File: src/rtl/bad_pkg.sv
`default_nettype none

package bad_pkg;

    // Channel, sum, fraction, step, row, cell count and configuration widths.
    localparam int CH_W    = 8;
    localparam int SUM_W   = 16;
    localparam int FRAC_W  = 16;
    localparam int STEP_W  = 21;
    localparam int ROW_W   = 12;
    localparam int CELLS_W = 9;
    localparam int CFG_W   = 21;

    localparam logic [STEP_W-1:0] STEP_MIN = 21'd65536;
    localparam logic [STEP_W-1:0] STEP_MAX = 21'd1048576;
    localparam logic [ROW_W-1:0]  DEST_HEIGHT_LIMIT = 12'd2048;

    // Register indexes of the configuration port.
    localparam logic [1:0] CFG_SOURCE_WIDTH = 2'd0;
    localparam logic [1:0] CFG_DEST_WIDTH   = 2'd1;
    localparam logic [1:0] CFG_DEST_HEIGHT  = 2'd2;
    localparam logic [1:0] CFG_SCALE_STEP   = 2'd3;

    // One divider step per quotient bit.
    localparam logic [3:0] DIV_LAST_STEP = 4'd15;

    typedef struct packed {
        logic capture;
        logic eval;
        logic div_step;
        logic out_load;
    } bad_cmd_t;

    typedef struct packed {
        logic emit;
        logic single;
        logic out_free;
    } bad_sts_t;

endpackage

`default_nettype wire

File: src/rtl/bad_ctrl.sv
`default_nettype none

module bad_ctrl (
    input  wire logic          clk,
    input  wire logic          rst_n,
    input  wire logic          in_valid,
    output logic               in_stall,
    input  bad_pkg::bad_sts_t  sts,
    output bad_pkg::bad_cmd_t  cmd
);
    import bad_pkg::*;

    typedef enum logic [2:0] {
        S_IDLE,
        S_MUL,
        S_EVAL,
        S_DIV,
        S_OUTW
    } state_t;

    state_t     state_reg, state_next;
    logic [3:0] cnt_reg, cnt_next;

    always_comb
    begin
        state_next = state_reg;
        cnt_next   = cnt_reg;
        case (state_reg)
            S_IDLE:
            begin
                if (in_valid)
                begin
                    state_next = S_MUL;
                end
            end
            S_MUL:
            begin
                state_next = S_EVAL;
            end
            S_EVAL:
            begin
                cnt_next = '0;
                if (!sts.emit)
                begin
                    state_next = S_IDLE;
                end
                else if (sts.single)
                begin
                    state_next = S_OUTW;
                end
                else
                begin
                    state_next = S_DIV;
                end
            end
            S_DIV:
            begin
                cnt_next = cnt_reg + 4'd1;
                if (cnt_reg == DIV_LAST_STEP)
                begin
                    state_next = S_OUTW;
                end
            end
            S_OUTW:
            begin
                if (sts.out_free)
                begin
                    state_next = S_IDLE;
                end
            end
            default:
            begin
                state_next = S_IDLE;
            end
        endcase
    end

    always_ff @(posedge clk or negedge rst_n)
    begin
        if (!rst_n)
        begin
            state_reg <= S_IDLE;
            cnt_reg   <= '0;
        end
        else
        begin
            state_reg <= state_next;
            cnt_reg   <= cnt_next;
        end
    end

    assign in_stall     = (state_reg != S_IDLE);
    assign cmd.capture  = (state_reg == S_IDLE) && in_valid;
    assign cmd.eval     = (state_reg == S_EVAL);
    assign cmd.div_step = (state_reg == S_DIV);
    assign cmd.out_load = (state_reg == S_OUTW) && sts.out_free;

    // An item is evaluated after it was captured, with S_MUL between the two.
    a_eval_after_capture: assert property (@(posedge clk) disable iff (!rst_n)
        cmd.eval |-> $past(cmd.capture, 2))
        else $error("evaluation without a captured item");

    // When the divider is used, it runs its full length before a result is loaded.
    a_div_full: assert property (@(posedge clk) disable iff (!rst_n)
        (state_reg == S_DIV) && (state_next == S_OUTW) |-> (cnt_reg == DIV_LAST_STEP))
        else $error("divider left early");

endmodule

`default_nettype wire

File: config.mk
export PLATFORM = sky130hd
export DESIGN_NAME = bad_ctrl
export DESIGN_NICKNAME = d
export VERILOG_FILES = /design/src/rtl/bad_pkg.sv /design/src/rtl/bad_ctrl.sv
export SDC_FILE = /design/constraint.sdc
export NUM_CORES = 1
export LEC_CHECK = 0
export BUFFER_PORTS_ARGS = -buffer_cell sky130_fd_sc_hd__buf_2
export CAP_MARGIN = 10
export CORE_AREA = 2 2 39 41
export CTS_CLUSTER_SIZE = 14
export DETAILED_ROUTE_END_ITERATION = 12
export DIE_AREA = 0 0 41 43
export SYNTH_ARGS = -nofsm -noshare
export SYNTH_HDL_FRONTEND = slang
export SYNTH_SLANG_ARGS = --single-unit
File: constraint.sdc
create_clock -name clk -period 1.9 [get_ports clk]
set_input_delay 0.19 -clock clk [delete_from_list [all_inputs] [get_ports clk]]
set_output_delay 0.19 -clock clk [all_outputs]
set_load 0.02 [all_outputs]
Yosys cells after proc, flatten, opt, wreduce, memory -nomap -nowiden:

Index checks and enable logic that the tools add are counted.
Widths: inputs -> output; s select.

* mux-type cells: 7
* reductions and logical operators: 6
* multipliers: 0
* bitwise gates (word level): 0
* magnitude comparators: 0
* shifts and indexed selects: 0
* divide/modulo/power cells: 0
* equality and inequality tests: 8
* add/sub/neg operators: 1

Operators with widths (count)
* $mux 3: 5
* $pmux 3 s5: 1
* $pmux 4 s2: 1
* $eq 3x2->1 const B: 2
* $add 4x1->4 const B: 1
* $eq 4x4->1 const B: 1
* $ne 2x2->1 const B: 2
* $eq 3x1->1 const B: 1
* $eq 3x3->1 const B: 1
* $logic_not 3->1: 1
* $reduce_and 3->1: 1
* $reduce_bool 3->1: 1
* $logic_and 1x1->1: 2
* $ne 2x1->1 const B: 1
* $reduce_bool 2->1: 1

* bits in writable memories: 0
* word-level logic and storage cells: 24
* memories kept: 0
* register bits: 7
* input bits: 6
* bits in latches: 0
* memory bits (read-only): 0
* output and inout port bits: 5

Longest topological paths before layout:

Gate-level depths: netlist (run 1).

* word-level depth: 3
* gate-level depth with buffers: 4
* gate-level depth less buffers: 4

Worst setup path after synthesis (run 1):

Ideal clock, no wire load.

* kind: reg2out
* start point: register state_reg[0]
* end point: output cmd[3] (netlist name)
* stages on the path, launching flop included: 4
* data required time: 1710 ps
* setup slack: 373 ps
* buffers on the path: 1
* arrival time: 1337 ps
* path through: dfrtp_1 > buf_2 > or3_2 > nor2_1

RTL lines
* from (decl): line bad_ctrl.sv:21 `state_t state_reg, state_next;`
* from (signal assigned): line bad_ctrl.sv:87 `state_reg <= state_next;`
* to (decl): line bad_ctrl.sv:9 `output bad_pkg::bad_cmd_t cmd`

==> results of run 1 <==
-- cells in the mapped netlist --
cell type  number
a31o_2          1
nand2_1         5
ha_1            1
inv_1           3
and3b_1         1
buf_6           1
nor4bb_1        1
nand3b_1        1
a21oi_1         3
buf_2           1
o31ai_1         1
nand2b_1        3
nor2_1          4
a22o_1          1
o21ai_0         4
or3_2           1
nand3_1         3
o2bb2ai_1       1
dfrtp_1         7
and3_2          1
or4b_1          1
-- per-layer routing --
layer  vias up  GRT usage [%]  wire [um]
li1        184              -          -
met1       164           13.5        373
met2         9           15.0        360
met3         0           4.71         39
met4         0              0          0
met5         -              0          0
-- stage by stage --
stage	hold WS [ns]	util [%]	worst slack (ns)	std cells	total power, mW
after global routing	0.117	35.7	0.165	74	0.808
after detailed placement	0.0304	33.0	0.515	69	0.607
after floorplan	-0.106	-	0.373	45	0.540
after CTS	0.114	35.7	0.237	74	0.750
after global placement	0.0286	33.0	0.523	69	0.608
final	0.113	35.7	0.235	74	0.743
-- power by group --
group          internal [mW]  total [mW]  switching (mW)
registers              0.212       0.301          0.0890
clock network         0.0771       0.136          0.0590
logic                  0.132       0.305           0.173
-- worst max-delay path, delay by kind of cell, from the launching register on --
family,cells,cell delay [ns]
flip-flops,1,0.49
buffers and inverters,1,0.16
AND/OR/NAND/NOR,2,0.56
-- cells by family after synthesis --
group / Yosys count
buf+inv: 5
simple gates: 21
flops: 7
compound gates: 11
fa+ha+maj: 1
-- cell type report --
type                       count  area, um2
inverter                       3       11.3
multi-input combinational     33        200
sequential                     7        175
clock buffer                   3       22.5
fill                         148        890
clock inverter                 1       5.00
tap                           16       20.0
timing repair buffer          11       60.1
-- worst min path at each step --
| stage | start | to | slack, ns |
|---|---|---|---|
| 6_report | sts[0] | state_reg[2] | 0.11 |
| 5_1_grt | sts[0] | state_reg[2] | 0.12 |
| 4_1_cts | sts[0] | state_reg[2] | 0.11 |
| 3_5_place_dp | rst_n | cnt_reg[3] | 0.03 |
| 3_3_place_gp | rst_n | cnt_reg[0] | 0.03 |
| 2_1_floorplan | rst_n | cnt_reg[0] | -0.11 |
==> impl_metrics.yaml, run 1 <==
worst_setup_path:
  r2r_slack_ns: 0.49
  endpoint_kind: "output port"
  crit_type: "reg2out"
  arrival_ns: 1.48
  crit_chain: "or3_2, nor2_1, buf_2"
  critPathCapture: "cmd[3]"
  startpoint: "state_reg[0]"
  rr_endpoint: "cnt_reg[3]"
  cpMaxStageDelayCell: "dfrtp_1"
  timing.rr.start: "state_reg[2]"
  critPathMaxStageDelay_ns: 0.49
  rr_worst_depth: 3
  critPathMaxFanout: 12
  critPathRequiredTime_ns: 1.71
  startpoint_type: "flop"
placement:
  dpl_cell_area_um2: 457
  port_buffers: 10
  gp_congestion: 0.735
  dp_hpwl_um: 589
layout:
  final_nets: 66
  mostFrequentLayoutCell: "buf_2"
  final_area_um2: 494
  most-common-layout-cells: "buf_2 (10), dfrtp_1 (7), nand2_1 (5)"
  drive_gt1_share_pct: 29.3
  largest_reg_flops: 4
  area_delta_synth_final_pct: 22.7
  n_antenna_cell: 0
clocking:
  clock-root-buffer: "clkbuf_4"
  h-tree-depth: 1
  clock_latency_ns: 0.25
  cts_tree: "done"
  post_cts_buffers: 0
  clkSinkCount: 7
  post_cts_resized: 0
  hold_buffers: 1
  path_clk_slew_ns: 0.06
  cts_max_path_buffers: 2
  cts_buffers: 3
synthesis:
  yosys.area_share.simple_pct: 29.5
  synthCells: 45
  synth_xor_area_share_pct: 0
  ys_seq_elements: 7
  synthAdderAreaFrac_pct: 3.11
  netlist.area_leader.share_pct: 43.5
  yosys_warnings: 0
  yosys-top-cells-area: "dfrtp_1 (43%), o21ai_0 (5.0%), nand2_1 (4.7%)"
  synth_compound_area_share_pct: 17.1
  synth_fp_nets: 52
  synth_top_family_by_area: "simple AND/OR/NAND/NOR gates"
  synthMuxAreaShare_pct: 0
  synth_area_um2: 403
  ys_types: 21
  avgSynthCellArea_um2: 8.95
  yosysSeqAreaShare_pct: 43.5
  synth.largest_area_cell: "dfrtp_1"
timing:
  rsz0062_at_grt: "false"
  slew_violations: 0
  period_share_pct: 87.6
  finalSetupTns_ns: 0
  finalClockSkew_ns: 0.0118
  setup_viol: 0
  timing.fmax_ghz: 0.601
  hold_violations: 0
  worst_pin_slew_ns: 0.331
  fin_crit_ns: 1.67
  relSlewSlack_pct: 77.9
detailed_routing:
  drtAntennaViolNets: 0
  wl_per_cell_um: 10.4
  firstDrtPassIters: 4
  drc: 0
  vias_per_cell: 4.82
  dr_total_vias: 357
  drt_first_iter_violations: 5
  finalWirelength_um: 773
power:
  p_leak_nw: 0.252
  vdd_ir_drop_max_v: 0.000469
  p_per_area_nw_per_um2: 1500
die:
  num_rows: 14
  die_area_um2: 1760
  top_level_ports: 11
  die_x_um: 41
  core_region_area_um2: 1380
  initial_core_util_pct: 29.1
  die_y_um: 43
global_routing:
  grt_pass1_vias: 302
  gr-total-overflow: 0
  grt_pass1_wl_mm: 1.22
  grt_max_degree: 13
  grt_util_all_layers_pct: 9.91
  antenna_found_initial: 0
run:
  maxCapViolations: 0
worst_hold_path:
  hp-class: "in2reg"
  holdPathStages: 2
run_status:
  status: "finished clean"
No activity file was read; power rests on OpenSTA's default activity.
==> run 2: changes to the inputs <==
CTS_BUF_LIST = sky130_fd_sc_hd__clkbuf_8 sky130_fd_sc_hd__clkbuf_16   (was default)
GPL_TIMING_DRIVEN = 0   (was default)
==> impl_metrics.yaml, run 2 (same netlist as run 1, synthesis figures left out) <==
die:
  die_y_um: 43
  core_region_area_um2: 1380
  die_x_um: 41
  top_level_ports: 11
  num_rows: 14
  initial_core_util_pct: 29.1
  die_area_um2: 1760
worst_setup_path:
  startpoint_type: "flop"
  crit_buf_inv: 2
  cpMaxStageDelayCell: "or3_2"
  critPathMaxStageDelay_ns: 0.43
  rr_worst_depth: 4
  crit_path_frequent_cell: "buf_2"
  crit_type: "reg2out"
  critical-path-top-delay-family: "simple AND/OR/NAND/NOR gates"
  crit_chain: "buf_2, or3_2, nor2_1, buf_2"
  r2r_slack_ns: 0.51
  critPathRequiredTime_ns: 1.71
  critPathMaxFanout: 10
  arrival_ns: 1.48
  cp.depth: 4
  endpoint_kind: "output port"
power:
  p_sw_uw: 333
  p_int_uw: 510
  switching_share_pct: 39.5
  seq_power_share_pct: 33.5
  power_uw: 843
  p_per_area_nw_per_um2: 1600
  p_leak_nw: 0.272
  p_clk_share_pct: 24.1
  vdd_ir_drop_max_v: 0.000392
  combPwrFrac_pct: 42.3
clocking:
  cts_buffers: 3
  post_cts_resized: 0
  cts_max_path_buffers: 2
  clock_latency_ns: 0.23
  cts_tree: "done"
  h-tree-depth: 1
  path_clk_slew_ns: 0.04
  clock-root-buffer: "clkbuf_8"
  post_cts_buffers: 0
  clkSinkCount: 7
global_routing:
  gr-total-overflow: 0
  grt_pass1_wl_mm: 1.32
  antenna_found_initial: 0
  grt_util_all_layers_pct: 11.0
  grt_pass1_vias: 339
  grt_max_degree: 11
detailed_routing:
  finalWirelength_um: 818
  drtAntennaViolNets: 0
  drt_first_iter_violations: 6
  firstDrtPassIters: 4
  drc: 0
  wl_per_cell_um: 10.8
  dr_total_vias: 359
  vias_per_cell: 4.72
timing:
  worst_pin_slew_ns: 0.210
  period_share_pct: 87.7
  finalSetupTns_ns: 0
  setup_viol: 0
  slew_violations: 0
  rsz0062_at_grt: "false"
  hold_violations: 0
  finalClockSkew_ns: 0.00219
  timing.fmax_ghz: 0.600
  fin_crit_ns: 1.67
  relSlewSlack_pct: 85.8
layout:
  largest_reg_flops: 4
  final_area_um2: 528
  mostFrequentLayoutCell: "buf_2"
  drive_gt1_share_pct: 30.0
  n_antenna_cell: 0
  area_delta_synth_final_pct: 31.1
  most-common-layout-cells: "buf_2 (11), dfrtp_1 (7), nand2_1 (5)"
  fill_cells: 138
  final_nets: 68
worst_hold_path:
  holdPathStages: 2
  hp-class: "in2reg"
placement:
  dp_hpwl_um: 611
  gp_congestion: 0.713
  port_buffers: 10
  dpl_cell_area_um2: 473
run:
  maxCapViolations: 0
run_status:
  status: "finished clean"
-- run 2: cell types whose count changed in the layout (fill, tap and decap cells not counted), sizes merged --
cell,delta
inv,+1
clkinv,-1
buf,+2
-- run 2: path summary, 6_finish.rpt --
check                        startpoint           end
min reg2reg                  cnt_reg[1]    cnt_reg[1]
max in group asynchronous         rst_n    cnt_reg[1]
min in group asynchronous         rst_n    cnt_reg[3]
max                        state_reg[0]        cmd[3]
min                              sts[0]  state_reg[2]
max reg2reg                state_reg[2]    cnt_reg[3]
-- run 2: timing repair --
action,4_1_cts,5_1_grt
endpoints found under the setup margin,0,0
hold endpoints to repair,7,0
hold buffers,1,0
-- run 2: worst register-to-register path: stages (launching register included) --
cell      delay, ns
dfrtp_1        0.42
nand2b_1       0.18
buf_6          0.14
or4b_1         0.49
nand3_1        0.09
-- run 2: cell type report --
| type | count | area [um2] | area share [%] |
|---|---|---|---|
| clock buffers | 3 | 41.3 | 7.82 |
| repair buffers | 11 | 60.1 | 11.4 |
| inverters | 3 | 11.3 | 2.13 |
| clock inverters | 1 | 3.75 | 0.711 |
| well taps | 16 | 20.0 | 3.79 |
| flip-flops and latches | 7 | 175 | 33.2 |
| multi-input cells | 33 | 200 | 37.9 |
| plain buffers | 2 | 16.3 | 3.08 |
-- run 2: metal layers --
metal,up-vias,GRT usage (%),share of wire [%]
li1,187,-,-
met1,167,13.1,46
met2,5,16.9,49
met3,0,4.71,4.8
met4,0,4.00,0
met5,-,0,0
-- run 2: power by group through the flow --
stage | sequential (mW) | clock [mW] | combinational [mW]
3_5_place_dp | 0.286 | 0 | 0.360
3_3_place_gp | 0.284 | 0 | 0.355
5_1_grt | 0.295 | 0.219 | 0.406
2_1_floorplan | 0.264 | 0 | 0.276
4_1_cts | 0.285 | 0.213 | 0.362
6_report | 0.283 | 0.204 | 0.357
-- run 2: stage by stage --
| stage | utilization (%) | setup WS, ns | hold WS, ns | instances |
|---|---|---|---|---|
| finish | 38.2 | 0.234 | 0.143 | 76 |
| global route | 38.2 | 0.155 | 0.141 | 76 |
| CTS | 38.2 | 0.224 | 0.142 | 76 |
| detailed placement | 34.2 | 0.473 | 0.0296 | 71 |
| global placement | 34.2 | 0.480 | 0.0318 | 71 |
| floorplan | - | 0.373 | -0.106 | 45 |
==> run 3: changes to the inputs <==
PLACE_DENSITY = 0.56   (was default)
==> impl_metrics.yaml, run 3 (same netlist as run 1, synthesis figures left out) <==
detailed_routing:
  drtAntennaViolNets: 0
  drc: 0
  dr_total_vias: 358
  finalWirelength_um: 745
  firstDrtPassIters: 2
  vias_per_cell: 4.71
  drt_first_iter_violations: 6
  wl_per_cell_um: 9.80
clocking:
  cts_max_path_buffers: 2
  cts_buffers: 3
  post_cts_buffers: 0
  post_cts_resized: 0
  h-tree-depth: 1
  clkSinkCount: 7
  cts_tree: "done"
  clock_latency_ns: 0.22
  path_clk_slew_ns: 0.04
  clock-root-buffer: "clkbuf_8"
placement:
  dp_cells: 71
  dpl_worst_slack_ns: 0.471
  dpl_cell_area_um2: 473
  port_buffers: 10
  gp_congestion: 0.779
power:
  p_int_uw: 510
  p_per_area_nw_per_um2: 1580
  p_sw_uw: 322
  combPwrFrac_pct: 42.9
  switching_share_pct: 38.7
  p_leak_nw: 0.272
  seq_power_share_pct: 33.5
  p_clk_share_pct: 23.6
  vdd_ir_drop_max_v: 0.000564
timing:
  finalClockSkew_ns: 0.00300
  slew_violations: 0
  rsz0062_at_grt: "false"
  hold_violations: 0
  finalSetupTns_ns: 0
  period_share_pct: 87.1
  timing.fmax_ghz: 0.604
  worst_pin_slew_ns: 0.225
  setup_viol: 0
  relSlewSlack_pct: 84.8
  worst_slack_ns: 0.244
  fin_crit_ns: 1.66
run:
  maxCapViolations: 0
worst_setup_path:
  critPathMaxFanout: 10
  arrival_ns: 1.47
  critPathMaxStageDelay_ns: 0.43
  startpoint_type: "flop"
  endpoint_kind: "output port"
  crit_type: "reg2out"
  cpMaxStageDelayCell: "or3_2"
  critPathRequiredTime_ns: 1.71
  crit_chain: "buf_2, or3_2, nor2_1, buf_2"
  crit_path_frequent_cell: "buf_2"
die:
  die_y_um: 43
  die_x_um: 41
  num_rows: 14
  die_area_um2: 1760
  core_region_area_um2: 1380
  top_level_ports: 11
  initial_core_util_pct: 29.1
layout:
  largest_reg_flops: 4
  n_antenna_cell: 0
  drive_gt1_share_pct: 30.0
  mostFrequentLayoutCell: "buf_2"
  area_delta_synth_final_pct: 31.1
  most-common-layout-cells: "buf_2 (11), dfrtp_1 (7), nand2_1 (5)"
  final_area_um2: 528
  fin_cells: 76
  final_nets: 68
global_routing:
  gr-total-overflow: 0
  grt_util_all_layers_pct: 11.2
  antenna_found_initial: 0
  grt_max_degree: 11
  grt_pass1_vias: 339
  grt_pass1_wl_mm: 1.33
run_status:
  status: "finished clean"
worst_hold_path:
  hp-class: "in2reg"
[run 3: cell counts in the layout (fill, tap and decap cells not counted)]
Identical to the previous run, type by type.
[run 3: path summary, 6_finish.rpt]
| kind | startpoint | endpoint | slack (ns) | depth (start not counted) |
|---|---|---|---|---|
| worst max-delay path | state_reg[0] | cmd[3] | 0.24 | 4 |
| worst min-delay path | sts[0] | state_reg[2] | 0.15 | 2 |
| worst max register to register | state_reg[2] | cnt_reg[3] | 0.50 | 4 |
| worst min register to register | cnt_reg[1] | cnt_reg[1] | 0.50 | 2 |
| max in group asynchronous | rst_n | cnt_reg[3] | 1.41 | 2 |
| min in group asynchronous | rst_n | cnt_reg[0] | 0.33 | 2 |
[run 3: area by class of cell]
cell class,count,area [um2]
inverter,3,11.3
clock inverter,1,3.75
buffer,2,16.3
sequential,7,175
fill,139,856
clock buffer,3,41.3
timing repair buffer,11,60.1
multi-input combinational,33,200
tap,16,20.0
[run 3: timing repair]
action                                  in CTS  in global routing
endpoints found under the setup margin       0                  0
hold buffers                                 1                  0
hold endpoints to repair                     7                  0
[run 3: worst max-delay path, delay by kind of cell, from the launching register on]
kind / cells / cell delay, ns
buffers and inverters: 2 / 0.35
and+or+nand+nor: 2 / 0.52
DFF: 1 / 0.38
[run 3: per-stage QoR]
step / hold WS, ns / total power, mW / util (%)
after floorplan: -0.106 / 0.540 / -
after global placement: 0.0349 / 0.636 / 34.2
after detailed placement: 0.0283 / 0.638 / 34.2
after CTS: 0.151 / 0.842 / 38.2
after global routing: 0.148 / 0.912 / 38.2
final: 0.148 / 0.832 / 38.2
[run 3: layer usage]
metal / wire length (um) / vias up / global-route usage (%)
met2: 366 / 4 / 15.6
met4: 0 / 0 / 6.00
li1: - / 188 / -
met1: 363 / 166 / 14.2
met5: 0 / - / 0
met3: 14 / 0 / 4.71
[run 3: power by group through the flow]
stage | combinational, mW | sequential (mW) | clock (mW)
after floorplan | 0.276 | 0.264 | 0
after global placement | 0.355 | 0.281 | 0
after detailed placement | 0.359 | 0.279 | 0
after CTS | 0.363 | 0.277 | 0.203
after global routing | 0.406 | 0.292 | 0.214
final | 0.357 | 0.279 | 0.196
